`src/hdl/ccs_pkg.sv`:
```
// ----------------------------------------------------------------------------
// ccs_pkg
// Shared types, constants and calendar helper functions for the clock core.
// ----------------------------------------------------------------------------
package ccs_pkg;

  localparam int REQ_W      = 2;
  localparam int YEAR_W     = 14;
  localparam int MONTH_W    = 4;
  localparam int DAY_W      = 5;
  localparam int HOUR_W     = 5;
  localparam int MIN_W      = 6;
  localparam int SEC_W      = 6;
  localparam int TPS_W      = 16;
  localparam int CFG_IDX_W  = 2;
  localparam int CFG_DATA_W = 16;

  // request codes
  localparam logic [REQ_W-1:0] REQ_FIX = 2'd1;
  localparam logic [REQ_W-1:0] REQ_SET = 2'd2;

  // register indexes
  localparam logic [CFG_IDX_W-1:0] CFG_TPS          = 2'd0;
  localparam logic [CFG_IDX_W-1:0] CFG_SUMMER_FIRST = 2'd1;
  localparam logic [CFG_IDX_W-1:0] CFG_SUMMER_LAST  = 2'd2;

  localparam logic [TPS_W-1:0]   TPS_RESET          = 16'd1000;
  localparam logic [MONTH_W-1:0] SUMMER_FIRST_RESET = 4'd3;
  localparam logic [MONTH_W-1:0] SUMMER_LAST_RESET  = 4'd10;
  localparam logic [YEAR_W-1:0]  YEAR_RESET         = 14'd2025;

  localparam logic [4:0]  MONTHS_PER_YEAR = 5'd12;
  localparam logic [6:0]  SEC_PER_MIN     = 7'd60;
  localparam logic [5:0]  HOURS_PER_DAY   = 6'd24;
  localparam logic [14:0] YEAR_MAX        = 15'd9999;
  localparam logic [MONTH_W-1:0] FEBRUARY = 4'd2;

  localparam logic [DAY_W-1:0] MONTH_LEN [12] = '{
    5'd31, 5'd28, 5'd31, 5'd30, 5'd31, 5'd30,
    5'd31, 5'd31, 5'd30, 5'd31, 5'd30, 5'd31
  };

  typedef struct packed {
    logic [YEAR_W-1:0]  year;
    logic [MONTH_W-1:0] month;
    logic [DAY_W-1:0]   day;
    logic [HOUR_W-1:0]  hour;
    logic [MIN_W-1:0]   minute;
    logic [SEC_W-1:0]   second;
  } time_t;

  typedef struct packed {
    logic [REQ_W-1:0] req;
    time_t            tm;
    logic             leap;
  } item_t;

  typedef struct packed {
    logic [TPS_W-1:0]   tps;
    logic [MONTH_W-1:0] summer_first;
    logic [MONTH_W-1:0] summer_last;
  } cfg_t;

  // year divisible by 25, by folding powers of two modulo 25
  function automatic logic div25(input logic [YEAR_W-1:0] y);
    logic [8:0] s;
    logic [7:0] t;
    begin
      s = {2'b00, y[13:7]} + {1'b0, y[13:7], 1'b0} + {2'b00, y[6:0]};
      t = {1'b0, s[8:5], 3'b000} - {4'b0000, s[8:5]} + {3'b000, s[4:0]};
      return (t == 8'd0) || (t == 8'd25) || (t == 8'd50) || (t == 8'd75) ||
             (t == 8'd100) || (t == 8'd125);
    end
  endfunction

  function automatic logic is_leap(input logic [YEAR_W-1:0] y);
    logic z25;
    begin
      z25 = div25(y);
      return ((y[1:0] == 2'b00) && !z25) || ((y[3:0] == 4'b0000) && z25);
    end
  endfunction

  function automatic logic [DAY_W-1:0] days_in(input logic [MONTH_W-1:0] m, input logic lp);
    logic [MONTH_W-1:0] idx;
    begin
      idx = m - 4'd1;
      if (m == 4'd0 || {1'b0, m} > MONTHS_PER_YEAR) begin
        return 5'd31;
      end else if (m == FEBRUARY && lp) begin
        return 5'd29;
      end else begin
        return MONTH_LEN[idx];
      end
    end
  endfunction

  function automatic time_t next_date(input time_t t, input logic lp);
    time_t       r;
    logic [5:0]  d1;
    logic [4:0]  m1;
    logic [14:0] y1;
    begin
      r  = t;
      d1 = {1'b0, t.day} + 6'd1;
      m1 = {1'b0, t.month} + 5'd1;
      y1 = {1'b0, t.year} + 15'd1;
      if (d1 > {1'b0, days_in(t.month, lp)}) begin
        r.day = 5'd1;
        if (m1 > MONTHS_PER_YEAR) begin
          r.month = 4'd1;
          r.year  = (y1 > YEAR_MAX) ? '0 : y1[YEAR_W-1:0];
        end else begin
          r.month = m1[MONTH_W-1:0];
        end
      end else begin
        r.day = d1[DAY_W-1:0];
      end
      return r;
    end
  endfunction

endpackage

```
`src/hdl/ccs_cmd_if.sv`:
```
// ----------------------------------------------------------------------------
// ccs_cmd_if
// Request channel: tick, tick with fix, or set time.
// ----------------------------------------------------------------------------
interface ccs_cmd_if;
  logic                         valid;
  logic                         ready;
  logic [ccs_pkg::REQ_W-1:0]    req_type;
  logic [ccs_pkg::YEAR_W-1:0]   new_year;
  logic [ccs_pkg::MONTH_W-1:0]  new_month;
  logic [ccs_pkg::DAY_W-1:0]    new_day;
  logic [ccs_pkg::HOUR_W-1:0]   new_hour;
  logic [ccs_pkg::MIN_W-1:0]    new_minute;
  logic [ccs_pkg::SEC_W-1:0]    new_second;

  modport source (output valid, req_type, new_year, new_month, new_day, new_hour,
                  new_minute, new_second, input ready);
  modport sink (input valid, req_type, new_year, new_month, new_day, new_hour,
                new_minute, new_second, output ready);
endinterface

```
`src/hdl/ccs_rsp_if.sv`:
```
// ----------------------------------------------------------------------------
// ccs_rsp_if
// Result channel: current time and second flag.
// ----------------------------------------------------------------------------
interface ccs_rsp_if;
  logic                         valid;
  logic                         ready;
  logic [ccs_pkg::YEAR_W-1:0]   cur_year;
  logic [ccs_pkg::MONTH_W-1:0]  cur_month;
  logic [ccs_pkg::DAY_W-1:0]    cur_day;
  logic [ccs_pkg::HOUR_W-1:0]   cur_hour;
  logic [ccs_pkg::MIN_W-1:0]    cur_minute;
  logic [ccs_pkg::SEC_W-1:0]    cur_second;
  logic                         second_elapsed;

  modport source (output valid, cur_year, cur_month, cur_day, cur_hour, cur_minute,
                  cur_second, second_elapsed, input ready);
  modport sink (input valid, cur_year, cur_month, cur_day, cur_hour, cur_minute,
                cur_second, second_elapsed, output ready);
endinterface

```
`src/hdl/ccs_cfg_regs.sv`:
```
// ----------------------------------------------------------------------------
// ccs_cfg_regs
// Configuration registers: prescaler count and summer month window.
// ----------------------------------------------------------------------------
module ccs_cfg_regs (
  input  logic                             clk,
  input  logic                             rst,
  input  logic                             cfg_we,
  input  logic [ccs_pkg::CFG_IDX_W-1:0]    cfg_index,
  input  logic [ccs_pkg::CFG_DATA_W-1:0]   cfg_data,
  output ccs_pkg::cfg_t                    cfg
);

  always_ff @(posedge clk) begin
    if (rst) begin
      cfg.tps          <= ccs_pkg::TPS_RESET;
      cfg.summer_first <= ccs_pkg::SUMMER_FIRST_RESET;
      cfg.summer_last  <= ccs_pkg::SUMMER_LAST_RESET;
    end else if (cfg_we) begin
      case (cfg_index)
        ccs_pkg::CFG_TPS: begin
          cfg.tps <= cfg_data[ccs_pkg::TPS_W-1:0];
        end
        ccs_pkg::CFG_SUMMER_FIRST: begin
          cfg.summer_first <= cfg_data[ccs_pkg::MONTH_W-1:0];
        end
        ccs_pkg::CFG_SUMMER_LAST: begin
          cfg.summer_last <= cfg_data[ccs_pkg::MONTH_W-1:0];
        end
        default: begin
        end
      endcase
    end
  end

endmodule

```
`src/hdl/ccs_in_stage.sv`:
```
// ----------------------------------------------------------------------------
// ccs_in_stage
// Input register for request words, with leap-year flag of the new year.
// ----------------------------------------------------------------------------
module ccs_in_stage (
  input  logic            clk,
  input  logic            rst,
  ccs_cmd_if.sink         cmd,
  input  logic            item_take,
  output logic            item_valid,
  output ccs_pkg::item_t  item
);

  logic accept;

  assign cmd.ready = !item_valid || item_take;
  assign accept    = cmd.valid && cmd.ready;

  always_ff @(posedge clk) begin
    if (rst) begin
      item_valid <= 1'b0;
    end else if (cmd.ready) begin
      item_valid <= cmd.valid;
    end
  end

  always_ff @(posedge clk) begin
    if (accept) begin
      item.req       <= cmd.req_type;
      item.tm.year   <= cmd.new_year;
      item.tm.month  <= cmd.new_month;
      item.tm.day    <= cmd.new_day;
      item.tm.hour   <= cmd.new_hour;
      item.tm.minute <= cmd.new_minute;
      item.tm.second <= cmd.new_second;
      item.leap      <= ccs_pkg::is_leap(cmd.new_year);
    end
  end

endmodule

```
`src/hdl/ccs_time_core.sv`:
```
// ----------------------------------------------------------------------------
// ccs_time_core
// Prescaler, calendar state and single-pass time update into result register.
// ----------------------------------------------------------------------------
module ccs_time_core (
  input  logic            clk,
  input  logic            rst,
  input  ccs_pkg::cfg_t   cfg,
  input  logic            item_valid,
  input  ccs_pkg::item_t  item,
  output logic            item_take,
  ccs_rsp_if.source       rsp
);

  ccs_pkg::time_t                st;
  ccs_pkg::time_t                st_next;
  logic [ccs_pkg::TPS_W-1:0]     tick_count;
  logic [ccs_pkg::TPS_W-1:0]     tick_count_next;
  logic                          elapsed_next;

  ccs_pkg::time_t                base;
  ccs_pkg::time_t                stepped;
  ccs_pkg::time_t                dated;
  logic                          base_leap;
  logic                          is_set;
  logic                          done;
  logic                          fix;
  logic                          summer;
  logic [ccs_pkg::TPS_W:0]       tick_inc;
  logic [5:0]                    h1;
  logic [5:0]                    h2;
  logic [ccs_pkg::HOUR_W-1:0]    hour_a;
  logic                          adv_a;
  logic [6:0]                    s1;
  logic [6:0]                    mi1;
  logic                          sec_wrap;
  logic                          min_wrap;
  logic                          hr_wrap;

  assign item_take = item_valid && (!rsp.valid || rsp.ready);

  always_comb begin
    is_set   = (item.req == ccs_pkg::REQ_SET);
    tick_inc = {1'b0, tick_count} + 17'd1;
    done     = (tick_inc >= {1'b0, cfg.tps});
    fix      = !is_set && done && (item.req == ccs_pkg::REQ_FIX);
    base     = fix ? item.tm : st;
    base_leap = fix ? item.leap : ccs_pkg::is_leap(st.year);
    summer   = fix && (item.tm.month >= cfg.summer_first) &&
               (item.tm.month <= cfg.summer_last);

    // summer hour
    h1     = {1'b0, base.hour} + 6'd1;
    adv_a  = 1'b0;
    hour_a = base.hour;
    if (summer) begin
      if (h1 >= ccs_pkg::HOURS_PER_DAY) begin
        hour_a = '0;
        adv_a  = 1'b1;
      end else begin
        hour_a = h1[ccs_pkg::HOUR_W-1:0];
      end
    end

    // one second step
    s1       = {1'b0, base.second} + 7'd1;
    mi1      = {1'b0, base.minute} + 7'd1;
    h2       = {1'b0, hour_a} + 6'd1;
    sec_wrap = (s1 >= ccs_pkg::SEC_PER_MIN);
    min_wrap = (mi1 >= ccs_pkg::SEC_PER_MIN);
    hr_wrap  = (h2 >= ccs_pkg::HOURS_PER_DAY);

    stepped        = base;
    stepped.hour   = hour_a;
    stepped.second = sec_wrap ? '0 : s1[ccs_pkg::SEC_W-1:0];
    if (sec_wrap) begin
      stepped.minute = min_wrap ? '0 : mi1[ccs_pkg::MIN_W-1:0];
      if (min_wrap) begin
        stepped.hour = hr_wrap ? '0 : h2[ccs_pkg::HOUR_W-1:0];
      end
    end

    // at most one day step per word
    dated = ccs_pkg::next_date(base, base_leap);
    if (adv_a || (sec_wrap && min_wrap && hr_wrap)) begin
      stepped.day   = dated.day;
      stepped.month = dated.month;
      stepped.year  = dated.year;
    end

    if (is_set) begin
      st_next         = item.tm;
      tick_count_next = '0;
      elapsed_next    = 1'b0;
    end else if (done) begin
      st_next         = stepped;
      tick_count_next = '0;
      elapsed_next    = 1'b1;
    end else begin
      st_next         = st;
      tick_count_next = tick_inc[ccs_pkg::TPS_W-1:0];
      elapsed_next    = 1'b0;
    end
  end

  always_ff @(posedge clk) begin
    if (rst) begin
      st.year    <= ccs_pkg::YEAR_RESET;
      st.month   <= 4'd1;
      st.day     <= 5'd1;
      st.hour    <= '0;
      st.minute  <= '0;
      st.second  <= '0;
      tick_count <= '0;
      rsp.valid  <= 1'b0;
    end else begin
      if (item_take) begin
        st         <= st_next;
        tick_count <= tick_count_next;
      end
      if (item_take) begin
        rsp.valid <= 1'b1;
      end else if (rsp.ready) begin
        rsp.valid <= 1'b0;
      end
    end
  end

  always_ff @(posedge clk) begin
    if (item_take) begin
      rsp.cur_year       <= st_next.year;
      rsp.cur_month      <= st_next.month;
      rsp.cur_day        <= st_next.day;
      rsp.cur_hour       <= st_next.hour;
      rsp.cur_minute     <= st_next.minute;
      rsp.cur_second     <= st_next.second;
      rsp.second_elapsed <= elapsed_next;
    end
  end

`ifndef ASSERT_OFF
  a_take_gives_word: assert property (@(posedge clk) disable iff (rst)
    item_take |=> rsp.valid)
    else $error("taken word did not reach result register");

  a_second_clears_prescaler: assert property (@(posedge clk) disable iff (rst)
    item_take && !is_set && done |=> tick_count == '0 && rsp.second_elapsed)
    else $error("completed second did not clear prescaler");

  a_set_clears_prescaler: assert property (@(posedge clk) disable iff (rst)
    item_take && is_set |=> tick_count == '0 && !rsp.second_elapsed)
    else $error("set request did not clear prescaler");

  a_idle_holds_state: assert property (@(posedge clk) disable iff (rst)
    !item_take |=> $stable(tick_count) && $stable(st))
    else $error("state changed without a taken word");
`endif

endmodule

```
`src/hdl/calendar_clock_with_sync_core.sv`:
```
// ----------------------------------------------------------------------------
// calendar_clock_with_sync_core
// Gregorian calendar clock advanced by millisecond ticks, with fix sync.
// ----------------------------------------------------------------------------
// channel  dir  handshake     word
// cmd      in   valid/ready   req_type, new_year .. new_second
// rsp      out  valid/ready   cur_year .. cur_second, second_elapsed
// cfg      in   write enable  ticks_per_second, summer_first/last_month
//
// one word per cycle sustained unless rsp stalls; after accept, a word goes
// through the input register, then a single update pass into the result register
// reset: 2025-01-01 00:00:00, prescaler 0, config defaults; no clearing pass
// rsp stall fills the result register, then the input register, then
// drops cmd.ready
// ----------------------------------------------------------------------------
module calendar_clock_with_sync_core (
  input  logic                             clk,
  input  logic                             rst,
  ccs_cmd_if.sink                          cmd,
  ccs_rsp_if.source                        rsp,
  input  logic                             cfg_we,
  input  logic [ccs_pkg::CFG_IDX_W-1:0]    cfg_index,
  input  logic [ccs_pkg::CFG_DATA_W-1:0]   cfg_data
);

  ccs_pkg::cfg_t   cfg;
  ccs_pkg::item_t  item;
  logic            item_valid;
  logic            item_take;

  ccs_cfg_regs u_cfg (
    .clk       (clk),
    .rst       (rst),
    .cfg_we    (cfg_we),
    .cfg_index (cfg_index),
    .cfg_data  (cfg_data),
    .cfg       (cfg)
  );

  ccs_in_stage u_in (
    .clk        (clk),
    .rst        (rst),
    .cmd        (cmd),
    .item_take  (item_take),
    .item_valid (item_valid),
    .item       (item)
  );

  ccs_time_core u_core (
    .clk        (clk),
    .rst        (rst),
    .cfg        (cfg),
    .item_valid (item_valid),
    .item       (item),
    .item_take  (item_take),
    .rsp        (rsp)
  );

endmodule

```
`src/flat_wrapper.sv`:
```
// flat-port wrapper written by rule: the top's interface ports become plain ports
module calendar_clock_with_sync_core_flat 
  (clk, rst, cfg_we, cfg_index, cfg_data, cmd_valid, cmd_req_type, cmd_new_year, cmd_new_month, cmd_new_day, cmd_new_hour, cmd_new_minute, cmd_new_second, cmd_ready, rsp_valid, rsp_cur_year, rsp_cur_month, rsp_cur_day, rsp_cur_hour, rsp_cur_minute, rsp_cur_second, rsp_second_elapsed, rsp_ready);
  ccs_cmd_if cmd_i ();
  ccs_rsp_if rsp_i ();
  input  logic clk;
  input  logic rst;
  input  logic cfg_we;
  input  logic [ccs_pkg::CFG_IDX_W-1:0] cfg_index;
  input  logic [ccs_pkg::CFG_DATA_W-1:0] cfg_data;
  input wire logic [$bits(cmd_i.valid)-1:0] cmd_valid;
  input wire logic [$bits(cmd_i.req_type)-1:0] cmd_req_type;
  input wire logic [$bits(cmd_i.new_year)-1:0] cmd_new_year;
  input wire logic [$bits(cmd_i.new_month)-1:0] cmd_new_month;
  input wire logic [$bits(cmd_i.new_day)-1:0] cmd_new_day;
  input wire logic [$bits(cmd_i.new_hour)-1:0] cmd_new_hour;
  input wire logic [$bits(cmd_i.new_minute)-1:0] cmd_new_minute;
  input wire logic [$bits(cmd_i.new_second)-1:0] cmd_new_second;
  output wire logic [$bits(cmd_i.ready)-1:0] cmd_ready;
  output wire logic [$bits(rsp_i.valid)-1:0] rsp_valid;
  output wire logic [$bits(rsp_i.cur_year)-1:0] rsp_cur_year;
  output wire logic [$bits(rsp_i.cur_month)-1:0] rsp_cur_month;
  output wire logic [$bits(rsp_i.cur_day)-1:0] rsp_cur_day;
  output wire logic [$bits(rsp_i.cur_hour)-1:0] rsp_cur_hour;
  output wire logic [$bits(rsp_i.cur_minute)-1:0] rsp_cur_minute;
  output wire logic [$bits(rsp_i.cur_second)-1:0] rsp_cur_second;
  output wire logic [$bits(rsp_i.second_elapsed)-1:0] rsp_second_elapsed;
  input wire logic [$bits(rsp_i.ready)-1:0] rsp_ready;
  assign cmd_i.valid = cmd_valid;
  assign cmd_i.req_type = cmd_req_type;
  assign cmd_i.new_year = cmd_new_year;
  assign cmd_i.new_month = cmd_new_month;
  assign cmd_i.new_day = cmd_new_day;
  assign cmd_i.new_hour = cmd_new_hour;
  assign cmd_i.new_minute = cmd_new_minute;
  assign cmd_i.new_second = cmd_new_second;
  assign cmd_ready = cmd_i.ready;
  assign rsp_valid = rsp_i.valid;
  assign rsp_cur_year = rsp_i.cur_year;
  assign rsp_cur_month = rsp_i.cur_month;
  assign rsp_cur_day = rsp_i.cur_day;
  assign rsp_cur_hour = rsp_i.cur_hour;
  assign rsp_cur_minute = rsp_i.cur_minute;
  assign rsp_cur_second = rsp_i.cur_second;
  assign rsp_second_elapsed = rsp_i.second_elapsed;
  assign rsp_i.ready = rsp_ready;
  calendar_clock_with_sync_core u_core (.clk(clk), .rst(rst), .cmd(cmd_i), .rsp(rsp_i), .cfg_we(cfg_we), .cfg_index(cfg_index), .cfg_data(cfg_data));
endmodule
```
`config.mk`:
```
export PLATFORM = sky130hd
export DESIGN_NAME = calendar_clock_with_sync_core_flat
export DESIGN_NICKNAME = d
export VERILOG_FILES = /design/src/hdl/ccs_pkg.sv /design/src/hdl/ccs_cmd_if.sv /design/src/hdl/ccs_rsp_if.sv /design/src/hdl/ccs_cfg_regs.sv /design/src/hdl/ccs_in_stage.sv /design/src/hdl/ccs_time_core.sv /design/src/hdl/calendar_clock_with_sync_core.sv /design/src/flat_wrapper.sv
export SDC_FILE = /design/constraint.sdc
export NUM_CORES = 1
export LEC_CHECK = 0
export ABC_AREA = 1
export BUFFER_PORTS_ARGS = -buffer_cell sky130_fd_sc_hd__buf_2
export CORE_ASPECT_RATIO = 1.2
export CORE_MARGIN = 2
export CORE_UTILIZATION = 35
export CTS_BUF_LIST = sky130_fd_sc_hd__clkbuf_4
export DETAILED_ROUTE_END_ITERATION = 16
export PLACE_DENSITY_LB_ADDON = 0.05
export RECOVER_POWER = 25
export SLEW_MARGIN = 20
export SYNTH_ARGS = -nofsm -noshare
export SYNTH_HDL_FRONTEND = slang
export SYNTH_SLANG_ARGS = --single-unit
```
`constraint.sdc`:
```
create_clock -name clk -period 18.5 [get_ports clk]
set_input_delay 1.85 -clock clk [delete_from_list [all_inputs] [get_ports clk]]
set_output_delay 1.85 -clock clk [all_outputs]
set_load 0.01 [all_outputs]
```
==> results.yml <==
placed_design:
  place_congestion: 0.853
  port_buffers: 107
  placed_area_sq_mm: 0.0123
  dp_hpwl_mm: 23.3
detailed_routing:
  routedLengthMet1_mm: 14.3
  drt-wirelength-per-cell_um: 15.8
  number_of_violations_reported_at_the_end_of_detailed_routing_iteration_0: 514
  number_of_iterations_in_the_first_detailed_routing_pass: 5
  detail-route-antenna-nets: 0
  maxUsedRoutingLayer: "met4"
  vias_per_cell: 4.90
  route.detailed.drc: 0
  route.vias.total: 9807
  met3_wirelength_mm: 1.16
  met2_routed_length_mm: 15.5
  drt_wl_total_mm: 31.7
clock_tree:
  post_cts_resized: 0
  insertion_delay_of_the_later_clocked_pin_in_the_worst_skew_pair_ps: 610
  cts.htree.levels: 4
  tritoncts_clock_tree: "yes"
  cts_stage_hold_buffer_count: 0
  clk_transition_reported_paths_ps: 150
  cts-root-to-sink-buffers: 2
  clockRootBuffer: "clkbuf_4"
  clock-sinks: 166
  post_cts_buffers: 0
  cts_buffers: 17
floorplanning:
  fp.dieH_um: 202
  design.core.area_sq_mm: 0.0323
  fp.dieArea_sq_mm: 0.0343
  die-width_um: 169
  num_io_pins: 108
  placement_rows: 72
  starting_utilization_of_the_core_area_pct: 35.6
logic_synthesis:
  synth_seq_cells: 166
  synthesis.area_per_instance_sq_um: 7.66
  synth_top_flop_cell: "edfxtp_1"
  synth.top_cells.by_area: "edfxtp_1 22%, dfxtp_1 14%, nand2_1 12%"
  synth-edff-count: 84
  synth_top_cell_by_area: "edfxtp_1"
  postSynthNetCount: 1657
  synth-async-reset-ratio_pct: 0
  post-synth-top-area-fraction_pct: 22.0
  yosys.cell_count.top_type: "nand2_1"
  synthCells: 1499
  ys_top_cells_by_count: "353 x nand2_1, 206 x inv_1, 123 x a21oi_1"
  ys_seq_area_share_pct: 36.2
  count_of_different_cell_masters_after_synthesis: 55
  syn-cell-area_sq_mm: 0.0115
  yosysWarningCount: 0
sta:
  clock_skew_ps: 32.9
  worst_pin_slew_ps: 3070
  rsz0062_at_grt: "false"
  timing.max_slew.rel_slack_pct: -105
  finalHoldViolCount: 0
  number_of_endpoints_failing_setup_at_the_final_stage: 0
  timing.final.crit_period_ps: 7130
  layout_worst_path_cycle_share_pct: 38.6
  drv_slew: 97
  fmaxAchievable_ghz: 0.140
  setup_total_negative_slack_ps: 0
setup_path:
  critical_path.startpoint_type: "flip-flop"
  crit_slowest_cell: "dfxtp_1"
  worst-path-buf-inv: 2
  worstPathRequired_ps: 19060
  crit_path_end_kind: "flip-flop"
  path_common_cell: "nand2_1"
  critPathTopFamily: "simple AND/OR/NAND/NOR gates"
  critical_path_arrival_ps: 7690
  setup.worst_path.class: "flip-flop to flip-flop"
  critical_path.max_fanout: 18
  crit_path_max_incr_delay_ps: 480
worst_hold_path:
  worstHoldPathType: "flip-flop to flip-flop"
outcome:
  result_of_the_run: "finished, violations left"
  violated_checks: "max-capacitance violations, max-slew violations"
grt:
  grt_max_degree: 73
  antenna_found_initial: 1
  grt_pass1_wl_mm: 51.1
  globalRouteTotalUtil_pct: 19.1
  overflow: 0
  grt_pass1_vias: 9475
power_and_ir_drop:
  vdd_ir_drop_max_mv: 0.0483
  p_leak_nw: 5.91
  pwr_density_cell_mw_per_mm2: 92.7
finish:
  final_core_utilization_pct: 39.0
  layout.cell_area.non_filler_sq_mm: 0.0126
  syn2layout_area_growth_pct: 9.44
  num-nets-final: 1740
  layout_cell_share_with_drive_strength_beyond_1_pct: 11.8
flow_run:
  timing.max_cap.violations: 2
[worst min-delay path: cells and delay by family (launching register included)]
family,cells,cell delay (ps)
AOI/OAI and AO/OA,1,60
buffers and inverters,1,60
DFF,1,330
[metal layers]
layer / GRT usage (%) / vias up
li1: - / 5118
met1: 24.7 / 4450
met2: 32.7 / 203
met3: 2.87 / 36
met4: 6.20 / 0
met5: 0 / -
[cell usage in the layout, fill, tap and decap left out, types with 6 or more instances in the layout]
cell      instances
clkbuf_1         21
nand3_1          92
a21oi_1         123
edfxtp_1         84
inv_1           204
nand4_1           6
o21ai_2          18
xnor2_1          18
nand3b_1          6
o21ai_0          74
buf_4             6
buf_2            87
o21ai_1          28
nor2_1          100
nor3_1           24
nand2_1         352
o211ai_1         19
nand2_4           6
dfxtp_1          82
xor2_1           36
clkbuf_4         19
o22ai_1           6
fa_1             17
nand2_2          10
ha_1             76
inv_2             8
nor2_2            8
[power by group]
group          total [W]  switching (W)  internal, W
clock network   0.000245       0.000135     0.000110
registers       0.000424      0.0000140     0.000410
logic           0.000496       0.000312     0.000183
total            0.00117       0.000462     0.000704
[cell families (layout without fill, tap and decap cells)]
logic type	Yosys count	in the layout	synth area share, %
adders and majority gates	93	93	11.2
AOI/OAI and AO/OA	294	294	14.5
xor gates and xnor gates	54	54	4.12
DFF	166	166	36.2
and+or+nand+nor	625	625	24.0
muxes	2	2	0.174
other	0	1	0
buffers and inverters	265	361	9.75
[sequential cells by signal, indices dropped and copies added (netlist names)]
| name | flops |
|---|---|
| u_core.u_in.item | 43 |
| u_core.u_core.rsp.cur_day | 5 |
| u_core.u_core.rsp.valid | 1 |
| u_core.u_core.st | 40 |
| u_core.u_core.rsp.cur_year | 14 |
| u_core.u_core.rsp.cur_month | 4 |
| u_core.u_core.rsp.second_elapsed | 1 |
| u_core.u_core.rsp.cur_second | 6 |
| u_core.u_cfg.cfg | 24 |
| u_core.u_core.rsp.cur_hour | 5 |
| u_core.u_core.rsp.cur_minute | 6 |
| u_core.u_in.item_valid | 1 |
| u_core.u_core.tick_count | 16 |
[layout make-up]
cell class	instances	area (sq um)
timing repair buffer	114	559
clock inverter	13	176
sequential	166	4160
antenna	1	2.50
fill	3439	19700
inverter	215	812
tap	407	509
multi-input combinational	1068	6210
clock buffer	19	143
[final timing paths]
kind              slack [ps]                                end                              start  cells past startpoint
hold reg to reg          470  u_core.u_cfg.cfg[21]$_SDFFE_PP0P_  u_core.u_cfg.cfg[21]$_SDFFE_PP0P_                      2
hold / removal           470  u_core.u_cfg.cfg[21]$_SDFFE_PP0P_  u_core.u_cfg.cfg[21]$_SDFFE_PP0P_                      2
setup / recovery       11370  u_core.u_core.st[34]$_SDFFE_PP1P_  u_core.u_core.st[34]$_SDFFE_PP1P_                     42
setup reg to reg       11370  u_core.u_core.st[34]$_SDFFE_PP1P_  u_core.u_core.st[34]$_SDFFE_PP1P_                     42
[through the flow]
stage | power [W] | cells | setup slack [ps] | hold slack [ps]
detailed placement | 0.000932 | 1970 | 11370 | 459
global placement | 0.000929 | 1970 | 11500 | 453
finish | 0.00117 | 2003 | 11370 | 473
floorplan | 0.000809 | 1499 | 12530 | 433
CTS | 0.00118 | 2002 | 11300 | 478
global route | 0.00128 | 2003 | 10560 | 497
Note: power is estimated with default switching activity, not from simulation.
